[config.mk]
export PLATFORM = sky130hd
export DESIGN_NAME = timed_frame_sequencer
export DESIGN_NICKNAME = d
export VERILOG_FILES = /design/src/rtl/core/tfs_pkg.sv /design/src/rtl/core/tfs_seq.sv /design/src/rtl/core/timed_frame_sequencer.sv
export SDC_FILE = /design/constraint.sdc
export NUM_CORES = 1
export LEC_CHECK = 0
export BUFFER_PORTS_ARGS = -buffer_cell sky130_fd_sc_hd__buf_2
export CAP_MARGIN = 20
export CORE_UTILIZATION = 35
export DETAILED_ROUTE_END_ITERATION = 8
export PLACE_DENSITY = 0.54
export SYNTH_ARGS = -nofsm -noshare
export SYNTH_HDL_FRONTEND = slang
export SYNTH_SLANG_ARGS = --single-unit
export TNS_END_PERCENT = 50
[constraint.sdc]
create_clock -name clk -period 6.22 [get_ports clk]
set_clock_uncertainty 0.2 [all_clocks]
set_input_delay 1.244 -clock clk [delete_from_list [all_inputs] [get_ports clk]]
set_output_delay 1.244 -clock clk [all_outputs]
set_load 0.01 [all_outputs]
[src/rtl/core/tfs_pkg.sv]
// ----------------------------------------------------------------------------
// tfs_pkg
// Shared types and constants of the timed frame sequencer.
// ----------------------------------------------------------------------------
package tfs_pkg;

	localparam int MAX_FRAMES = 16;
	localparam int IDX_W      = $clog2(MAX_FRAMES);
	localparam int CNT_W      = $clog2(MAX_FRAMES + 1);
	localparam int TIME_W     = 32;
	localparam int DUR_W      = 16;
	localparam int TGT_W      = 4;
	localparam int CMD_W      = 2;
	localparam int SHOW_W     = 4;
	localparam int FCNT_W     = 5;
	localparam int CFG_W      = 16;

	localparam int IN_BITS    = TIME_W + TGT_W + DUR_W;
	localparam int IN_DATA_W  = ((IN_BITS + 7) / 8) * 8;
	localparam int OUT_BITS   = SHOW_W + 1 + 1 + FCNT_W;
	localparam int OUT_DATA_W = ((OUT_BITS + 7) / 8) * 8;

	typedef enum logic [CMD_W-1:0] {
		CMD_TICK   = 2'd0,
		CMD_JUMP   = 2'd1,
		CMD_APPEND = 2'd2
	} cmd_t;

	typedef enum logic [1:0] {
		MODE_LOOP     = 2'd0,
		MODE_ONCE     = 2'd1,
		MODE_HOLD     = 2'd2,
		MODE_PINGPONG = 2'd3
	} mode_t;

	typedef enum logic {
		CFG_PLAY_MODE   = 1'b0,
		CFG_DEFAULT_DUR = 1'b1
	} cfg_idx_t;

	typedef struct packed {
		logic [SHOW_W-1:0] shown_frame;
		logic              frame_shown;
		logic              finished;
		logic [FCNT_W-1:0] frame_count;
	} result_t;

endpackage

[src/rtl/core/tfs_seq.sv]
// ----------------------------------------------------------------------------
// tfs_seq
// Frame table, sequencing state and configuration; updates on each request.
// ----------------------------------------------------------------------------
module tfs_seq
	import tfs_pkg::*;
(
	input  logic              clk,
	input  logic              arst_n,
	input  logic              en,
	input  logic [CMD_W-1:0]  command,
	input  logic [TIME_W-1:0] now,
	input  logic [TGT_W-1:0]  frame_index,
	input  logic [DUR_W-1:0]  duration,
	input  logic              cfg_we,
	input  cfg_idx_t          cfg_index,
	input  logic [CFG_W-1:0]  cfg_data,
	output result_t           res,
	output logic [CNT_W-1:0]  held_o,
	output logic [IDX_W-1:0]  idx_o,
	output logic              started_o
);

	logic [DUR_W-1:0]  dur_q [MAX_FRAMES];
	logic [CNT_W-1:0]  held_q, held_d;
	logic [IDX_W-1:0]  idx_q, idx_d;
	logic              started_q, started_d;
	logic              done_q, done_d;
	logic              fwd_q, fwd_d;
	logic [TIME_W-1:0] lct_q, lct_d;
	mode_t             mode_q;
	logic [DUR_W-1:0]  def_dur_q;

	logic [IDX_W-1:0]  eff_idx;
	logic [TIME_W-1:0] eff_lct;
	logic              eff_done;
	logic [TIME_W-1:0] elapsed;
	logic [CNT_W-1:0]  c_ext, c_inc, last;
	logic              adv;
	logic              shown;
	logic              do_append;
	logic [DUR_W-1:0]  app_dur;
	cmd_t              cmd;

	assign cmd      = cmd_t'(command);
	assign eff_idx  = started_q ? idx_q : '0;
	assign eff_lct  = started_q ? lct_q : now;
	assign eff_done = started_q ? done_q : 1'b0;
	assign elapsed  = now - eff_lct;
	assign c_ext    = {{(CNT_W-IDX_W){1'b0}}, eff_idx};
	assign c_inc    = c_ext + CNT_W'(1);
	assign last     = held_q - CNT_W'(1);
	assign adv      = !eff_done && (c_ext < held_q)
	                  && (elapsed > {{(TIME_W-DUR_W){1'b0}}, dur_q[eff_idx]});
	assign do_append = (cmd == CMD_APPEND) && (held_q < CNT_W'(MAX_FRAMES));
	assign app_dur   = (duration == '0) ? def_dur_q : duration;

	always_comb begin
		held_d    = held_q;
		idx_d     = idx_q;
		started_d = started_q;
		done_d    = done_q;
		fwd_d     = fwd_q;
		lct_d     = lct_q;
		shown     = 1'b0;
		case (cmd)
			CMD_TICK: begin
				if (held_q != '0) begin
					shown     = 1'b1;
					started_d = 1'b1;
					idx_d     = eff_idx;
					lct_d     = eff_lct;
					done_d    = eff_done;
					if (adv) begin
						lct_d = now;
						case (mode_q)
							MODE_LOOP: begin
								idx_d = (c_inc >= held_q) ? '0 : c_inc[IDX_W-1:0];
							end
							MODE_ONCE: begin
								if (c_inc >= held_q) begin
									idx_d  = '0;
									done_d = 1'b1;
								end else begin
									idx_d = c_inc[IDX_W-1:0];
								end
							end
							MODE_HOLD: begin
								if (c_inc >= held_q) begin
									idx_d  = last[IDX_W-1:0];
									done_d = 1'b1;
								end else begin
									idx_d = c_inc[IDX_W-1:0];
								end
							end
							MODE_PINGPONG: begin
								if (fwd_q) begin
									if (c_inc >= last) begin
										idx_d = last[IDX_W-1:0];
										fwd_d = 1'b0;
									end else begin
										idx_d = c_inc[IDX_W-1:0];
									end
								end else begin
									if (c_ext <= CNT_W'(1)) begin
										idx_d = '0;
										fwd_d = 1'b1;
									end else begin
										idx_d = eff_idx - IDX_W'(1);
									end
								end
							end
							default: idx_d = eff_idx;
						endcase
					end
				end
			end
			CMD_JUMP: begin
				if ({{(CNT_W-TGT_W){1'b0}}, frame_index} < held_q) begin
					idx_d     = frame_index[IDX_W-1:0];
					lct_d     = now;
					done_d    = 1'b0;
					started_d = 1'b1;
				end
			end
			CMD_APPEND: begin
				if (do_append) begin
					held_d = held_q + CNT_W'(1);
				end
			end
			default: held_d = held_q;
		endcase
	end

	always_comb begin
		res.shown_frame = SHOW_W'(idx_d);
		res.frame_shown = shown;
		res.finished    = done_d;
		res.frame_count = FCNT_W'(held_d);
	end

	assign held_o    = held_q;
	assign idx_o     = idx_q;
	assign started_o = started_q;

	always_ff @(posedge clk or negedge arst_n) begin
		if (!arst_n) begin
			held_q    <= '0;
			idx_q     <= '0;
			started_q <= 1'b0;
			done_q    <= 1'b0;
			fwd_q     <= 1'b1;
			lct_q     <= '0;
		end else if (en) begin
			held_q    <= held_d;
			idx_q     <= idx_d;
			started_q <= started_d;
			done_q    <= done_d;
			fwd_q     <= fwd_d;
			lct_q     <= lct_d;
		end
	end

	always_ff @(posedge clk) begin
		if (en && do_append) begin
			dur_q[held_q[IDX_W-1:0]] <= app_dur;
		end
	end

	always_ff @(posedge clk or negedge arst_n) begin
		if (!arst_n) begin
			mode_q    <= MODE_LOOP;
			def_dur_q <= DUR_W'(100);
		end else if (cfg_we) begin
			case (cfg_index)
				CFG_PLAY_MODE:   mode_q    <= mode_t'(cfg_data[1:0]);
				CFG_DEFAULT_DUR: def_dur_q <= cfg_data[DUR_W-1:0];
				default:         mode_q    <= mode_q;
			endcase
		end
	end

endmodule

[src/rtl/core/timed_frame_sequencer.sv]
// ----------------------------------------------------------------------------
// timed_frame_sequencer
// Animation frame sequencer with per-frame durations and four play modes.
// ----------------------------------------------------------------------------
// Usage:
//   Requests enter on the s_ stream: s_tuser carries the command (tick,
//   jump, append), s_tdata carries now, frame_index and duration.
//   Every request yields exactly one result on the m_ stream: the frame
//   to show, a shown flag, the finished flag and the frame count.
//   Configuration (play mode, default duration) is written through
//   cfg_we / cfg_index / cfg_data while no request is in flight.
//   The result is registered and is valid in the cycle after the request
//   is taken. Throughput: one request per cycle while s_tready is high;
//   the state update for a request is a single pass of subtract, compare
//   and index step from the state registers into the result register.
//   Reset empties the frame table, stops the sequence, sets play mode to
//   loop and default duration to 100 ticks.
//   When m_tready is low a result holds in the output register; s_tready
//   stays high while that register is empty or is being drained.
// ----------------------------------------------------------------------------
module timed_frame_sequencer
	import tfs_pkg::*;
(
	input  logic                  clk,
	input  logic                  arst_n,
	input  logic                  s_tvalid,
	output logic                  s_tready,
	// [31:0] now, [35:32] frame_index, [51:36] duration, rest zero
	input  logic [IN_DATA_W-1:0]  s_tdata,
	// [1:0] command
	input  logic [CMD_W-1:0]      s_tuser,
	output logic                  m_tvalid,
	input  logic                  m_tready,
	// [3:0] shown_frame, [4] frame_shown, [5] finished, [10:6] frame_count
	output logic [OUT_DATA_W-1:0] m_tdata,
	input  logic                  cfg_we,
	input  logic                  cfg_index,
	input  logic [CFG_W-1:0]      cfg_data
);

	logic                  accept;
	result_t               res;
	logic                  m_tvalid_q;
	result_t               m_res_q;
	logic [CNT_W-1:0]      held;
	logic [IDX_W-1:0]      idx;
	logic                  started;

	assign s_tready = !m_tvalid_q || m_tready;
	assign accept   = s_tvalid && s_tready;

	tfs_seq u_seq (
		.clk         (clk),
		.arst_n      (arst_n),
		.en          (accept),
		.command     (s_tuser),
		.now         (s_tdata[TIME_W-1:0]),
		.frame_index (s_tdata[TIME_W+TGT_W-1:TIME_W]),
		.duration    (s_tdata[IN_BITS-1:TIME_W+TGT_W]),
		.cfg_we      (cfg_we),
		.cfg_index   (cfg_idx_t'(cfg_index)),
		.cfg_data    (cfg_data),
		.res         (res),
		.held_o      (held),
		.idx_o       (idx),
		.started_o   (started)
	);

	always_ff @(posedge clk or negedge arst_n) begin
		if (!arst_n) begin
			m_tvalid_q <= 1'b0;
		end else if (accept) begin
			m_tvalid_q <= 1'b1;
		end else if (m_tready) begin
			m_tvalid_q <= 1'b0;
		end
	end

	always_ff @(posedge clk) begin
		if (accept) begin
			m_res_q <= res;
		end
	end

	assign m_tvalid = m_tvalid_q;
	assign m_tdata  = {{(OUT_DATA_W-OUT_BITS){1'b0}}, m_res_q.frame_count,
	                   m_res_q.finished, m_res_q.frame_shown, m_res_q.shown_frame};

	a_held_max: assert property (@(posedge clk) disable iff (!arst_n)
		held <= CNT_W'(MAX_FRAMES))
		else $error("frame count above table size");

	a_idx_valid: assert property (@(posedge clk) disable iff (!arst_n)
		started |-> ({{(CNT_W-IDX_W){1'b0}}, idx} < held))
		else $error("current frame outside table");

	a_accept_out: assert property (@(posedge clk) disable iff (!arst_n)
		accept |=> m_tvalid)
		else $error("accepted request gave no result");

	a_count_match: assert property (@(posedge clk) disable iff (!arst_n)
		accept |=> (m_res_q.frame_count == FCNT_W'(held)))
		else $error("reported frame count differs from table");

endmodule

-- Yosys cells after proc, flatten, opt, wreduce, memory -nomap -nowiden
Memories as Yosys holds them, arrays and structs flattened.
Index checks and enable logic that the tools add are counted.
- memories kept: 1
- word-level logic and storage cells: 91
- flip-flop bits (word level): 74
- output and inout bits: 18
- RAM bits: 256
- bitwise operators: 1
- reduce and logical (&&, ||, !) cells: 20
- add/subtract/negate cells: 5
- eq/ne operators: 7
- multiplexer cells: 37
- order comparisons: 7
- memory list (name ; words ; bits a word ; read ports ; clocked after memory_dff ; write ports ; RTL line ; source):
    u_seq.dur_q ; 16 ; 16 ; 1 ; 0 ; 1 ; tfs_seq.sv:24 ; logic [DUR_W-1:0] dur_q [MAX_FRAMES];
- operator list (kind ; count):
    32-bit 2-to-1 mux ; 4
    32-bit case mux with 2 select lines ; 1
    4-bit 2-to-1 mux ; 9
    32-bit by 16-bit greater-than comparator with 1-bit output ; 1
    32-bit subtractor ; 1
    16-bit zero test ; 1
    1-bit 2-to-1 mux ; 16
    16-bit 2-to-1 mux ; 1
    4-bit case mux with 3 select lines ; 1
    5-bit greater-or-equal comparator ; 2
    4-bit by 5-bit < comparator with 1-bit output ; 2
    5-bit 2-to-1 mux ; 2
    4-bit case mux with 2 select lines ; 1
    2-bit == test, second input constant ; 3
    4-bit by 1-bit adder with 5-bit output, second input constant ; 1
    5-bit by 1-bit adder with 5-bit output, second input constant ; 1
    1-bit logical AND ; 5
    5-bit < comparator, second input constant ; 1
    5-bit AND reduction ; 1
    5-bit nonzero test ; 1
    5-bit by 1-bit subtractor with 5-bit output, second input constant ; 1
    2-bit by 1-bit == test with 1-bit output, second input constant ; 2
    4-bit by 1-bit less-or-equal comparator with 1-bit output, second input constant ; 1
    2-bit zero test ; 2
    other kinds (10) ; 16

-- Logic depth before layout (Yosys ltp)
- depth in word-level cells: 9
- gate-level depth with buffers: 27
- mapped depth without buffers: 21

-- Hierarchy
A second synthesis with hierarchy kept.
- cell total of the unflattened synthesis: 1496
- area total of the unflattened synthesis: 17449.2 µm²
- by module, submodules not included (module ; cells each ; area each (µm²) ; times used ; sequential area each (µm²)):
    tfs_seq ; 1475 ; 17023.8 ; 1 ; 9243.9
    timed_frame_sequencer ; 21 ; 425.4 ; 1 ; 355.3

-- Least setup slack after synthesis
Ideal clock, no wire load.
- path type: register to register
- start point: register u_seq.started_q (netlist: u_seq.started_o)
- end point: register u_seq.lct_q[0]
- slack: -0.350 ns
- data arrival time: 6.245 ns
- required time: 5.895 ns
- setup time: 0.125 ns
- path buffers: 6
- cell stages (with the launch flop): 27
- path through: dfrtp_1 > clkbuf_1 > clkbuf_1 > buf_1 > clkbuf_1 > mux2i_1 > ha_1 > o211ai_1 > a21oi_1 > o21ai_1 > and2_1 > or2_2 > o21ba_2 > xnor2_1 > ha_1 > nand4_1 > nor2_1 > a221o_1 > o31a_1 > or4_1 > nor4_1 > and4b_1 > and3b_1 > buf_4 > o31a_4 > buf_12 > mux2_4
- longest elaborated chain between the ends: 7
- elaborated cells between the ends (all ways): 13
- ends and longest elaborated chain (item ; RTL line ; source):
    from (decl) ; tfs_seq.sv:27 ; logic started_q, started_d;
    from (signal assigned) ; tfs_seq.sv:157 ; started_q <= started_d;
    32-bit 2-to-1 mux, or another cell as far along ; tfs_seq.sv:47 ; assign eff_lct = started_q ? lct_q : now;
    32-bit subtractor, or another cell as far along ; tfs_seq.sv:49 ; assign elapsed = now - eff_lct;
    32-bit by 16-bit greater-than comparator with 1-bit output or 1-bit logical AND (tied branches) ; tfs_seq.sv:54, tfs_seq.sv:53 ;
    1-bit logical AND ; tfs_seq.sv:54 ; && (elapsed > {{(TIME_W-DUR_W){1'b0}}, dur_q[eff_idx]});
    32-bit 2-to-1 mux * ; tfs_seq.sv:74 ; if (adv) begin
    32-bit 2-to-1 mux * ; tfs_seq.sv:68 ; if (held_q != '0) begin
    32-bit case mux with 2 select lines * ; tfs_seq.sv:66 ; case (cmd)
    to (signal assigned) ; tfs_seq.sv:160 ; lct_q <= lct_d;
    to (decl) ; tfs_seq.sv:30 ; logic [TIME_W-1:0] lct_q, lct_d;
Every way passes the cells marked *; elsewhere a longest branch is shown, timed or not. The select of a mux whose other input is x is not followed.
A chain may end at the register's enable or synchronous reset.

-- Worst setup path after layout
- start point: input port s_tdata[0]
- end point: register u_seq.lct_q[2]
- longest elaborated chain between the ends: 7
- ends and longest elaborated chain (item ; RTL line ; source):
    from (decl) ; timed_frame_sequencer.sv:29 ; input logic [IN_DATA_W-1:0] s_tdata,
    32-bit 2-to-1 mux ; tfs_seq.sv:47 ;
    32-bit subtractor * ; tfs_seq.sv:49 ;
    32-bit by 16-bit greater-than comparator with 1-bit output * ; tfs_seq.sv:54 ;
    1-bit logical AND * ; tfs_seq.sv:54 ;
    32-bit 2-to-1 mux * ; tfs_seq.sv:74 ;
    32-bit 2-to-1 mux * ; tfs_seq.sv:68 ;
    32-bit case mux with 2 select lines * ; tfs_seq.sv:66 ;
Marked as above.

==> flow_metrics.tcl <==
set metrics [dict create \
    hold_path_depth 1 \
    cts_sinks 330 \
    synth_area_per_cell_um2 12.7 \
    max_freq_ghz 0.169 \
    hold_start "u_seq.def_dur_q[10]" \
    ys_async_sr_fraction 0.191 \
    drv_cap 0 \
    cts_buffer_depth 3 \
    drive_gt1_frac 0.248 \
    peakVddDrop_v 0.000177 \
    ys_types 80 \
    finalSetupTns_ns 0 \
    min_to "u_seq.def_dur_q[10]" \
    finalSetupViolations 0 \
    fillCellCount 4476 \
    period_minus_slack_ns 5.93 \
    fp-row-count 80 \
    coreArea_um2 47900 \
    synth_top_family_by_area "compound AO/OA/AOI/OAI gates" \
    status "finished clean" \
    cts_root_buf "clkbuf_16" \
    drt_iter0_markers 784 \
    port_buffers 88 \
    viasPerCell 5.44 \
    place_hpwl_um 29600 \
    hp-class "reg -> reg" \
    die-area_um2 49600 \
    synth-adder-area-share 0.0562 \
    drtAntennaViolNets 0 \
    cts_buffers 38 \
    fin_nets 1642 \
    max-slew-margin-rel 0.254 \
    dr.pass1.iters 5 \
    regToRegSetupSlack_ns 0.44 \
    vias 11600 \
    yosysWarnings 0 \
    ys_seq_elements 330 \
    critPathCaptureType "flop" \
    tightest_slew_ns 1.12 \
    finalMaxSlewViolations 0 \
    setup.worst_path.start_class "primary input" \
    synth-edff-count 267 \
    synth.area.top_cells "edfxtp_1, dfrtp_1, ha_1" \
    hold_viol 0 \
    r2r_cells 21 \
    start_util 0.356 \
    synth_compound_area_frac 0.151 \
    area_growth_pct 16.8 \
    post_cts_buffers 0 \
    wire_per_inst_um 20.4 \
    power_density_nw_per_um2 350 \
    die_w_um 223 \
    leakage_uw 0.00785 \
    totalWireLength_um 43300 \
    antennaDiodeCount 0 \
    synthesis.area_um2 17100 \
    dpl_worst_slack_ns -0.521 \
    ctsResizeCount 0 \
    grt.total_usage 0.174 \
    synthMuxAreaShare 0.120 \
    rsz0062_at_grt "false" \
    io_pins 98 \
    antenna_found_initial 0 \
    synth.top_cell.area_share 0.470 \
    dieHeight_um 223 \
    cts_tree "yes" \
    fin_area_um2 19900 \
    setup_slack_ns 0.289 \
    critical_path_class "in -> reg" \
    clk-insertion-delay-late_ns 0.56 \
    synthTopCellsByCount "edfxtp_1, a21oi_1, mux2_2, o21ai_0, ha_1" \
    synthXorXnorAreaFrac 0.0139 \
    rr_startpoint "u_seq.started_o" \
    hold_buffers 0 \
    syn-instance-count 1340 \
    fin_crit_sh 0.954 \
    synthFlopType "edfxtp_1" \
    yosys.area_share.simple 0.0665 \
    gp_congestion 0.840 \
    cp_max_fo 14 \
    grt_pass1_wl_um 67400 \
    yosysSeqAreaShare 0.563 \
    cp.required_ns 6.45 \
    gr-total-overflow 0 \
    grt_pass1_vias 11600 \
    power_uw 6970 \
    htree_levels 2 \
    clkSlewWorstSetupHoldPaths_ns 0.06 \
    dpl-instance-area_um2 18700 \
    rr_endpoint "u_seq.lct_q[2]" \
    grt_max_degree 64 \
    synth_most_common_cell "edfxtp_1" \
    worstPathArrival_ns 6.16 \
    drcViolationCount 0 \
    synth_top_area_cell "edfxtp_1" \
]
-- worst max-delay path by stage --
stage / startpoint / to / slack (ns) / depth (start not counted)
after floorplan: s_tdata[1] / u_seq.lct_q[0] / 0.04 / 23
after global placement: s_tdata[1] / u_seq.lct_q[2] / -0.41 / 23
after detailed placement: s_tdata[1] / u_seq.lct_q[2] / -0.52 / 23
after CTS: s_tdata[1] / u_seq.lct_q[2] / 0.02 / 23
after global routing: s_tdata[1] / u_seq.lct_q[2] / 0.02 / 23
final: s_tdata[0] / u_seq.lct_q[2] / 0.29 / 23
-- per-stage QoR --
step / instances / hold slack [ns] / util
5_1_grt: 2126 / 0.314 / 0.416
6_report: 2126 / 0.306 / 0.416
4_1_cts: 2125 / 0.308 / 0.414
3_3_place_gp: 2059 / 0.289 / 0.389
3_5_place_dp: 2060 / 0.293 / 0.390
2_1_floorplan: 1344 / 0.278 / -
-- worst max-delay path: stages --
cell,delay [ns]
buf_2,0.10
inv_1,0.06
o21ai_0,0.08
ha_1,0.22
fa_1,0.39
nand2b_1,0.19
a21oi_2,0.20
or2_2,0.15
a31oi_1,0.11
o21a_1,0.21
xnor2_1,0.13
ha_1,0.33
nand4_1,0.15
nor2_1,0.06
a221o_1,0.31
o31a_1,0.26
or4_1,0.54
nor4_2,0.17
and4b_1,0.27
and3b_2,0.21
o31a_4,0.22
buf_16,0.18
mux2_2,0.34
-- routing by layer --
layer | share of wire | wire length (um) | global-route usage | vias up
li1 | - | - | - | 5497
met1 | 0.48 | 20800 | 0.250 | 5715
met2 | 0.46 | 19700 | 0.273 | 299
met3 | 0.047 | 2030 | 0.0261 | 54
met4 | 0.018 | 767 | 0.0481 | 0
met5 | 0 | 0 | 0 | -
-- final cells by class --
type | count | area [um2] | area share
repair buffers | 178 | 1220 | 0.0614
flip-flops and latches | 330 | 9600 | 0.482
inverters | 36 | 135 | 0.00678
well taps | 615 | 769 | 0.0386
multi-input cells | 902 | 7010 | 0.352
clock buffers | 46 | 981 | 0.0492
clock inverters | 19 | 200 | 0.0100
-- power by group --
part           switching, uW  internal, uW
clock network            902          1250
logic                   1270           978
registers               87.1          2470
-- state kept, by name, summed over array words and instances, names as in the netlist --
register,flops
u_seq.idx_o,4
m_tvalid,1
u_seq.fwd_q,1
m_tdata,11
u_seq.mode_q,2
u_seq.started_o,1
u_seq.lct_q,32
u_seq.held_o,5
u_seq.def_dur_q,16
u_seq.dur_q,256
u_seq.done_q,1
-- kinds of logic (layout without fill, tap and decap cells) --
| logic type | after synthesis | count (layout) |
|---|---|---|
| compound gates | 387 | 387 |
| flops | 330 | 330 |
| simple gates | 229 | 229 |
| mux | 178 | 178 |
| buf+inv | 112 | 279 |
| fa+ha+maj | 76 | 76 |
| xor+xnor | 27 | 27 |
| other cells | 1 | 5 |
-- cells in the final DEF, fill, tap and decap left out, types with 11 or more instances in the layout --
master     count
edfxtp_1     267
a21oi_1      115
buf_2         88
buf_4         83
mux2_2        76
o21ai_0       75
ha_1          75
mux2i_1       71
nand2_1       71
dfrtp_1       56
nor2_1        46
clkbuf_16     39
inv_1         35
a21o_1        30
mux2_4        30
a22oi_1       22
a32oi_1       20
xnor2_1       19
a221o_1       17
nand2b_1      16
nand4_1       15
a22o_1        14
nor3_1        11
Note: power is estimated with default switching activity, not from simulation.
